**src/rtl/gbc_pkg.sv**
```systemverilog
// Shared types, constants and functions of the GOST block cipher core.
// Used by gbc_round_cell, gost_block_cipher_core and gbc_checker; no dependencies.
`default_nettype none

package gbc_pkg;

  localparam int NUM_ROUNDS  = 32;
  localparam int IMIT_ROUNDS = 16;
  localparam int ROUND_W     = $clog2(NUM_ROUNDS);
  localparam int NUM_KEYS    = 8;
  localparam int KEY_IDX_W   = $clog2(NUM_KEYS);

  localparam int BLOCK_W = 64;
  localparam int WORD_W  = 32;
  localparam int CFG_W   = 64;
  localparam int CFG_IDX_W = 3;
  localparam int MODE_W  = 2;

  // Operating modes.
  localparam logic [MODE_W-1:0] MODE_ENCRYPT = 2'd0;
  localparam logic [MODE_W-1:0] MODE_DECRYPT = 2'd1;
  localparam logic [MODE_W-1:0] MODE_IMIT    = 2'd2;

  // Configuration register indexes.
  localparam logic [CFG_IDX_W-1:0] REG_KEY_PAIR_0  = 3'd0;
  localparam logic [CFG_IDX_W-1:0] REG_KEY_PAIR_1  = 3'd1;
  localparam logic [CFG_IDX_W-1:0] REG_KEY_PAIR_2  = 3'd2;
  localparam logic [CFG_IDX_W-1:0] REG_KEY_PAIR_3  = 3'd3;
  localparam logic [CFG_IDX_W-1:0] REG_CIPHER_MODE = 3'd4;

  // Per-round control handed to each cell.
  typedef struct packed {
    logic active;  // the round does work; otherwise the block passes through
    logic last;    // final round: fold F into N2 and keep the halves in place
  } cell_ctl_t;

  // Substitution table; row p serves nibble p counted from the LSB.
  localparam logic [3:0] SBOX [0:7][0:15] = '{
    '{4'd12, 4'd4,  4'd6,  4'd2,  4'd10, 4'd5,  4'd11, 4'd9,
      4'd14, 4'd8,  4'd13, 4'd7,  4'd0,  4'd3,  4'd15, 4'd1},
    '{4'd6,  4'd8,  4'd2,  4'd3,  4'd9,  4'd10, 4'd5,  4'd12,
      4'd1,  4'd14, 4'd4,  4'd7,  4'd1,  4'd13, 4'd0,  4'd15},
    '{4'd11, 4'd3,  4'd5,  4'd8,  4'd2,  4'd15, 4'd10, 4'd13,
      4'd14, 4'd1,  4'd7,  4'd4,  4'd12, 4'd9,  4'd6,  4'd0},
    '{4'd12, 4'd8,  4'd2,  4'd1,  4'd13, 4'd4,  4'd15, 4'd6,
      4'd7,  4'd0,  4'd10, 4'd5,  4'd3,  4'd14, 4'd9,  4'd11},
    '{4'd7,  4'd15, 4'd5,  4'd10, 4'd8,  4'd1,  4'd6,  4'd13,
      4'd0,  4'd9,  4'd3,  4'd14, 4'd11, 4'd4,  4'd2,  4'd12},
    '{4'd5,  4'd13, 4'd15, 4'd6,  4'd9,  4'd2,  4'd12, 4'd10,
      4'd11, 4'd7,  4'd8,  4'd1,  4'd4,  4'd3,  4'd14, 4'd0},
    '{4'd8,  4'd14, 4'd2,  4'd5,  4'd6,  4'd9,  4'd1,  4'd12,
      4'd15, 4'd4,  4'd11, 4'd0,  4'd13, 4'd10, 4'd3,  4'd7},
    '{4'd1,  4'd7,  4'd14, 4'd13, 4'd0,  4'd5,  4'd8,  4'd3,
      4'd4,  4'd15, 4'd10, 4'd6,  4'd9,  4'd12, 4'd11, 4'd2}
  };

  function automatic logic [WORD_W-1:0] sbox_sub(input logic [WORD_W-1:0] x);
    logic [WORD_W-1:0] res;
    res = '0;
    for (int p = 0; p < 8; p++) begin
      res[4*p +: 4] = SBOX[p][x[4*p +: 4]];
    end
    return res;
  endfunction

  // Key schedule: which key word a given round uses in a given mode.
  function automatic logic [KEY_IDX_W-1:0] key_index(input logic [MODE_W-1:0] mode,
                                                      input logic [ROUND_W-1:0] rnd);
    logic [KEY_IDX_W-1:0] idx;
    unique case (mode)
      MODE_ENCRYPT: begin
        idx = (rnd < ROUND_W'(24)) ? rnd[KEY_IDX_W-1:0] : ~rnd[KEY_IDX_W-1:0];
      end
      MODE_DECRYPT: begin
        idx = (rnd < ROUND_W'(8)) ? rnd[KEY_IDX_W-1:0] : ~rnd[KEY_IDX_W-1:0];
      end
      default: begin
        idx = rnd[KEY_IDX_W-1:0];
      end
    endcase
    return idx;
  endfunction

endpackage

`default_nettype wire

```
**src/rtl/gbc_round_cell.sv**
```systemverilog
// One round cell of the GOST block cipher pipeline: add key, substitute,
// rotate and mix, then register the block. Depends on gbc_pkg.
`default_nettype none

module gbc_round_cell (
  input  wire logic                          clk,
  input  wire logic                          rst_n,
  input  wire logic                          in_valid,
  input  wire logic [gbc_pkg::BLOCK_W-1:0]   in_block,
  input  wire logic [gbc_pkg::WORD_W-1:0]    key_word,
  input  wire gbc_pkg::cell_ctl_t            ctl,
  output logic                               out_valid,
  output logic [gbc_pkg::BLOCK_W-1:0]        out_block
);

  logic                            valid_r;
  logic [gbc_pkg::BLOCK_W-1:0]     block_r;
  logic [gbc_pkg::BLOCK_W-1:0]     block_nxt;
  logic [gbc_pkg::WORD_W-1:0]      n1;
  logic [gbc_pkg::WORD_W-1:0]      n2;
  logic [gbc_pkg::WORD_W-1:0]      sub;
  logic [gbc_pkg::WORD_W-1:0]      f;

  assign n1  = in_block[gbc_pkg::WORD_W-1:0];
  assign n2  = in_block[gbc_pkg::BLOCK_W-1:gbc_pkg::WORD_W];
  assign sub = gbc_pkg::sbox_sub(n1 + key_word);
  assign f   = {sub[20:0], sub[31:21]};

  always_comb begin
    if (!ctl.active) begin
      block_nxt = in_block;
    end else if (ctl.last) begin
      block_nxt = {n2 ^ f, n1};
    end else begin
      block_nxt = {n1, n2 ^ f};
    end
  end

  always_ff @(posedge clk) begin
    if (!rst_n) begin
      valid_r <= 1'b0;
    end else begin
      valid_r <= in_valid;
    end
  end

  always_ff @(posedge clk) begin
    block_r <= block_nxt;
  end

  assign out_valid = valid_r;
  assign out_block = block_r;

endmodule

`default_nettype wire

```
**config.mk**
```make
export PLATFORM = sky130hd
export DESIGN_NAME = gbc_round_cell
export DESIGN_NICKNAME = d
export VERILOG_FILES = /design/src/rtl/gbc_pkg.sv /design/src/rtl/gbc_round_cell.sv
export SDC_FILE = /design/constraint.sdc
export NUM_CORES = 1
export LEC_CHECK = 0
export BUFFER_PORTS_ARGS = -buffer_cell sky130_fd_sc_hd__clkbuf_2
export CORE_UTILIZATION = 32
export DETAILED_ROUTE_END_ITERATION = 12
export SLEW_MARGIN = 0
export SYNTH_ARGS = -nofsm -noshare
export SYNTH_HDL_FRONTEND = slang
export SYNTH_SLANG_ARGS = --single-unit
```
**constraint.sdc**
```tcl
create_clock -name clk -period 3.24 [get_ports clk]
set_input_delay 0.162 -clock clk [delete_from_list [all_inputs] [get_ports clk]]
set_output_delay 0.162 -clock clk [all_outputs]
set_load 0.02 [all_outputs]
```
-- After elaboration in Yosys (flattened, before gate mapping)
Memory sizes are Yosys's and may differ from the RTL's.
Index checks and enable logic that the tools add are counted.
- word-level logic and storage cells: 46
- bits of input ports: 101
- memories kept: 8
- bits in read-only memories: 512
- register bits after elaboration: 65
- output and inout port bits: 65
- mux-type cells: 18
- $lt $le $gt $ge: 8
- bitwise operators: 9
- add/sub/neg operators: 1
- memories (memory ; words ; bits a word ; read ports ; clocked after memory_dff ; wr ports ; line ; text):
    (no name shown) ; 16 ; 4 ; 1 ; 0 ; 0 ; gbc_pkg.sv:61 ; res[4*p +: 4] = SBOX[p][x[4*p +: 4]];
    (no name shown) ; 16 ; 4 ; 1 ; 0 ; 0 ; gbc_pkg.sv:61 ;
    (no name shown) ; 16 ; 4 ; 1 ; 0 ; 0 ; gbc_pkg.sv:61 ;
    (no name shown) ; 16 ; 4 ; 1 ; 0 ; 0 ; gbc_pkg.sv:61 ;
    (no name shown) ; 16 ; 4 ; 1 ; 0 ; 0 ; gbc_pkg.sv:61 ;
    (no name shown) ; 16 ; 4 ; 1 ; 0 ; 0 ; gbc_pkg.sv:61 ;
    +2 memories ; -- ; -- ; -- ; -- ; -- ; -- ;
- operator list (operator ; number):
    two-way mux 64 bit ; 2
    two-way mux 4 bit ; 16
    greater-or-equal comparator 5 bit, second input constant ; 8
    inverter 4 -> 5 bit ; 8
    adder 32 bit ; 1
    XOR 32 bit ; 1

-- Logic depth before layout (Yosys ltp)
- word-level depth: 8
- mapped depth: 17
- gate-level depth less buffers: 17

-- Least setup slack after synthesis
OpenSTA, ideal clock, no wires.
- kind: input -> register
- start: input port in_block[10] (netlist bit)
- end: register block_r, in the netlist out_block[42]
- stages on the path: 13
- buffers on the path: 1
- setup time: 0.132 ns
- setup slack: -0.144 ns
- required time: 3.108 ns
- data arrival time: 3.252 ns
- path through: ha_1 > buf_4 > a21oi_1 > o21a_1 > o221a_2 > a2111oi_2 > nor2_1 > o41ai_2 > ha_1 > and3b_1 > or4_4 > mux2i_1 > a21oi_1
- longest elaborated chain between the ends: 8
- ends and longest elaborated chain (element ; line ; text):
    from (decl) ; gbc_round_cell.sv:9 ; input wire logic [gbc_pkg::BLOCK_W-1:0] in_block,
    adder 32 bit ; gbc_round_cell.sv:26 ; assign sub = gbc_pkg::sbox_sub(n1 + key_word);
    inverter 4 -> 5 bit (not written as such) ; gbc_pkg.sv:61 ;
    memory (16 x 4 bit) ; -- ;
    two-way mux 4 bit (not written as such) (2 in a row) ; gbc_pkg.sv:61 ;
    XOR 32 bit ; gbc_round_cell.sv:33 ; block_nxt = {n2 ^ f, n1};
    two-way mux 64 bit (*) ; gbc_round_cell.sv:32 ; end else if (ctl.last) begin
    two-way mux 64 bit (*) ; gbc_round_cell.sv:30 ; if (!ctl.active) begin
    net block_nxt, one bit ; gbc_round_cell.sv:18 ; logic [gbc_pkg::BLOCK_W-1:0] block_nxt;
    to (signal assigned) ; gbc_round_cell.sv:48 ; block_r <= block_nxt;
    to (decl) ; gbc_round_cell.sv:17 ; logic [gbc_pkg::BLOCK_W-1:0] block_r;
The timed path passes the listed nets; every way through them passes the cells marked *. The select of a mux whose other input is x is not followed.
A chain may end at the register's enable or synchronous reset.

-- Worst setup path in the final report
- start: input port in_block[0] (netlist bit)
- end: register block_r, in the netlist out_block[42]
- longest elaborated chain between the ends: 8
- ends and longest elaborated chain (element ; line):
    adder 32 bit ; gbc_round_cell.sv:26
    inverter 4 -> 5 bit (not written as such) ; gbc_pkg.sv:61
    memory (16 x 4 bit) ; --
    two-way mux 4 bit (not written as such) (2 in a row) ; gbc_pkg.sv:61
    XOR 32 bit ; gbc_round_cell.sv:33
    two-way mux 64 bit ; gbc_round_cell.sv:32
    two-way mux 64 bit ; gbc_round_cell.sv:30
    net block_nxt, one bit ; gbc_round_cell.sv:18
The timed path passes the listed nets, and every way through them passes these cells. The select of a mux whose other input is x is not followed.

==> impl_table.tex <==
\begin{tabular}{lr}
\hline
Metric & Value \\
\hline
\multicolumn{2}{l}{\textbf{Status}} \\
\quad Run status & finished clean \\
\multicolumn{2}{l}{\textbf{Clock tree}} \\
\quad Clock buffers created by TritonCTS & 9 \\
\quad TritonCTS clock tree & yes \\
\quad Clock sink count & 65 \\
\quad Hold bufs inserted after CTS & 0 \\
\quad Worst-case clock buffer depth & 2 \\
\quad Library cell used as clock root buffer & clkbuf\_16 \\
\quad Post-CTS clock slew at the launch and capture registers of the worst setup and hold paths & about 60 ps \\
\quad H-tree levels & 3 \\
\multicolumn{2}{l}{\textbf{Setup path}} \\
\quad Kind of critical path & in2reg \\
\quad CP arrival & 3300 ps \\
\quad CP endpoint kind & flop \\
\quad CP max FO & 4 \\
\quad Cell type of the slowest stage on the worst timing path & or4\_4 \\
\quad Crit path largest cell delay & 490 ps \\
\quad WP data required & $\sim$3500 ps \\
\quad Chain of cells forming the critical path & clkbuf\_2, ha\_1, inv\_1, fa\_1, nand2b\_1, a21oi\_4, o2111ai\_1, a21oi\_1, o22ai\_2, o31ai\_2, xnor2\_2, inv\_2, ha\_1, and3b\_1, or4\_4, mux2i\_1, a21oi\_1 \\
\quad Crit start category & input port \\
\multicolumn{2}{l}{\textbf{Pwr}} \\
\quad Maximum ir drop on the vdd rail & about 270 uV \\
\quad Leak & approximately 0.0042 uW \\
\quad Pwr dens & around 520 nW/um\^{}2 \\
\quad Design Power & approximately 4400 uW \\
\multicolumn{2}{l}{\textbf{Global route}} \\
\quad GRT Max-Usage Layer & met2 \\
\quad Total Routing Usage GR & about a fifth \\
\quad Number of antenna violations at the first check in global routing & 0 \\
\quad GRT met1 Usage & between 20\% and 30\% \\
\quad Global routing met2 resource utilization & around a third \\
\quad Met3 usage & under 10\% \\
\quad First-pass GRT wire length & roughly 30000 um \\
\quad Largest net degree at the start of global routing & 70 \\
\quad Vias in the first global route & approximately 6000 \\
\quad Grt ovf & 0 \\
\multicolumn{2}{l}{\textbf{Logic synthesis}} \\
\quad Proportion of register bits with asynchronous set or reset after synthesis & 0\% \\
\quad Cell area after synthesis & a little over 6000 um\^{}2 \\
\quad Post-synth EDFFs & 0 \\
\quad Cell with the most instances after synthesis & nand2\_1 \\
\quad Number of distinct library cell variants in the gate-level netlist after synthesis & 71 \\
\quad Fraction of post-synthesis cell area in the top cell type by area & between 20\% and 30\% \\
\quad Largest family of logic cells by synthesized area & compound AO/OA/AOI/OAI gates \\
\quad Syn. warnings & 0 \\
\quad Top FF cell, synth & dfxtp\_1 \\
\quad Mux share of post-synthesis cell area & 10.6\% \\
\quad Xor and xnor fraction of the mapped netlist area & between 8 and 9\% \\
\quad Flop and latch count out of synthesis & between 60 and 70 \\
\quad Number of nets in the synthesized netlist & around 920 \\
\quad Sequential element share of the synthesized area & $\sim$21\% \\
\quad Adder-Cell Fraction of Synth Area & between 10\% and 20\% \\
\quad Fraction of the mapped netlist area in compound gates & 25.4\% \\
\quad Post-synthesis average cell area & 8.08 um\^{}2 \\
\quad Top cell type by total area after synthesis & dfxtp\_1 \\
\quad Post-synth top cells & nand2\_1 (75), a21oi\_1 (69), ha\_1 (68) \\
\quad Cells after Synth & $\sim$750 \\
\quad Biggest area contributors in the synthesized netlist & dfxtp\_1 (21\%), ha\_1 (14\%), xnor2\_1 (5.8\%) \\
\quad Area share of and/or/nand/nor cells after synthesis & approximately 14\% \\
\multicolumn{2}{l}{\textbf{Layout}} \\
\quad Share of final-layout standard cells stronger than drive strength 1 & between 30\% and 40\% \\
\quad Area grow syn2layout & 41.5\% \\
\quad Count of antenna diodes in the layout & 0 \\
\quad Fillers & 1851 \\
\quad Utilization after layout & between 40 and 50\% \\
\quad \# nets final & approximately 1200 \\
\quad Finished Cell Area & about 8600 um\^{}2 \\
\multicolumn{2}{l}{\textbf{Floorplanning}} \\
\quad Die width & $\sim$140 um \\
\quad Placement Rows & 50 \\
\quad Initial Utilization & between 30\% and 40\% \\
\quad Overall die height & approximately 140 um \\
\quad Standard cell core area & about 19000 um\^{}2 \\
\quad I/O pin count & between 150 and 200 \\
\quad DIE AREA & between 15000 and 20000 um\^{}2 \\
\multicolumn{2}{l}{\textbf{Timing}} \\
\quad Least-Margin Pin Slew & around 690 ps \\
\quad Period minus WS final & 3090 ps \\
\quad Number of max-slew violations in the final report & 0 \\
\quad Setup repair after global routing missed its margin & yes \\
\quad Final number of setup-violating endpoints & 0 \\
\quad Tightest slew margin relative to the limit & between 50 and 60\% \\
\quad Share of the cycle needed by the critical path after routing & 95.3\% \\
\quad Total negative setup slack & 0 ps \\
\quad Worst hold margin & 16.1 ps \\
\quad Hold Vio Cnt, Final & 0 \\
\quad Upper clock frequency limit & 324 MHz \\
\multicolumn{2}{l}{\textbf{Detailed routing}} \\
\quad Routed len/inst & $\sim$15 um \\
\quad Initial DRT Pass Iterations & 5 \\
\quad Iteration-0 DRC count of the detailed router & 281 \\
\quad DRC errors left & 0 \\
\quad Routed via count divided by cell count & $\sim$5.1 \\
\quad Total Routed Length & $\sim$19000 um \\
\quad ANT nets after route & 0 \\
\quad Count of vias placed by the detailed router & between 6000 and 7000 \\
\multicolumn{2}{l}{\textbf{Worst hold path}} \\
\quad Hold WC Path Type & in2reg \\
\quad Cell depth of the worst min-delay path & 2 \\
\quad Startpoint of the most critical hold path & in\_valid \\
\quad Worst Hold Path EP & out\_valid\$\_SDFF\_PN0\_ \\
\multicolumn{2}{l}{\textbf{Placement}} \\
\quad Dpl cell area & around 8100 um\^{}2 \\
\quad Final RePlAce weighted congestion & roughly 0.93 \\
\quad Input/output buffers & $\sim$170 \\
\quad HPWL Detailed & about 15000 um \\
\multicolumn{2}{l}{\textbf{Run}} \\
\quad Number of max-capacitance violations reported & 0 \\
\hline
\end{tabular}
-- cells in the final DEF (no fill, tap or decap), types with 3 or more instances in the layout --
cell,count
a211o_1,4
a211oi_1,7
a21o_1,13
a21oi_1,68
a31oi_1,6
and2_1,8
and3_1,5
buf_4,141
clkbuf_16,9
clkbuf_2,165
dfxtp_1,65
ha_1,64
ha_4,3
inv_1,45
mux2_2,11
mux2i_1,32
mux4_2,9
nand2_1,75
nand2b_1,4
nand3_1,20
nand4_1,5
nor2_1,35
nor2_2,3
nor3_1,16
o211ai_1,8
o21a_1,5
o21ai_0,55
o21ai_1,5
o21bai_1,6
o22ai_1,24
xnor2_1,37
xnor2_2,3
xor2_1,21
-- repair_timing --
item	4_1_cts	5_1_grt
setup buffers	2	0
pin swaps	1	13
resized for setup	0	22
endpoints found under the setup margin	1	30
-- stage by stage --
| step | setup WS (ps) | cells |
|---|---|---|
| floorplan | 4.78 | 752 |
| global placement | -346 | 1257 |
| detailed placement | -382 | 1257 |
| CTS | 31.4 | 1275 |
| global route | -27.0 | 1275 |
| finish | 154 | 1275 |
-- cell families (layout without fill, tap and decap cells) --
| kind of cell | Yosys count | count (layout) |
|---|---|---|
| flip-flops | 65 | 65 |
| buffers and inverters | 80 | 369 |
| AO/OA/AOI/OAI | 238 | 238 |
| adder cells (fa/ha/maj) | 69 | 69 |
| XOR/XNOR | 62 | 62 |
| multiplexers | 52 | 52 |
| AND/OR/NAND/NOR | 186 | 186 |
-- where the power goes --
group,switching [uW],total (uW),internal [uW]
sequential,37.3,971,934
combinational,1260,2390,1130
clock,407,1080,674
-- how the worst max path moves through the flow --
stage | cells after the start | from | slack, ps | endpoint
6_report | 17 | in_block[0] | 150 | out_block[42]$_DFF_P_
5_1_grt | 16 | in_block[3] | -30 | out_block[42]$_DFF_P_
4_1_cts | 16 | in_block[3] | 30 | out_block[42]$_DFF_P_
3_5_place_dp | 14 | in_block[3] | -380 | out_block[42]$_DFF_P_
3_3_place_gp | 14 | in_block[3] | -350 | out_block[42]$_DFF_P_
2_1_floorplan | 16 | in_block[0] | 5 | out_block[42]$_DFF_P_
-- state kept, by name, indices dropped and copies added (netlist names) --
name       flops
out_valid      1
out_block     64
-- critical path: cells and delay by family --
kind / cells / cell delay [ps]
compound gates: 6 / 1020
simple gates: 3 / 880
fa+ha+maj: 3 / 690
buf+inv: 3 / 250
mux: 1 / 160
xor+xnor: 1 / 140
-- layer usage --
metal | up-vias | share of wire, %
li1 | 3283 | -
met1 | 2957 | 44
met2 | 182 | 48
met3 | 23 | 5.7
met4 | 0 | 1.9
met5 | - | 0
-- final cells by class --
class | instances | area, um^2 | area share [%]
Timing Repair Buffer | 307 | 1900 | 22.1
Clock inverter | 7 | 95.1 | 1.11
Sequential cell | 65 | 1300 | 15.1
Clock buffer | 9 | 225 | 2.62
Inverter | 46 | 173 | 2.01
Multi-Input combinational cell | 607 | 4610 | 53.6
Tap cell | 234 | 293 | 3.41
No activity file was read; power rests on OpenSTA's default activity.
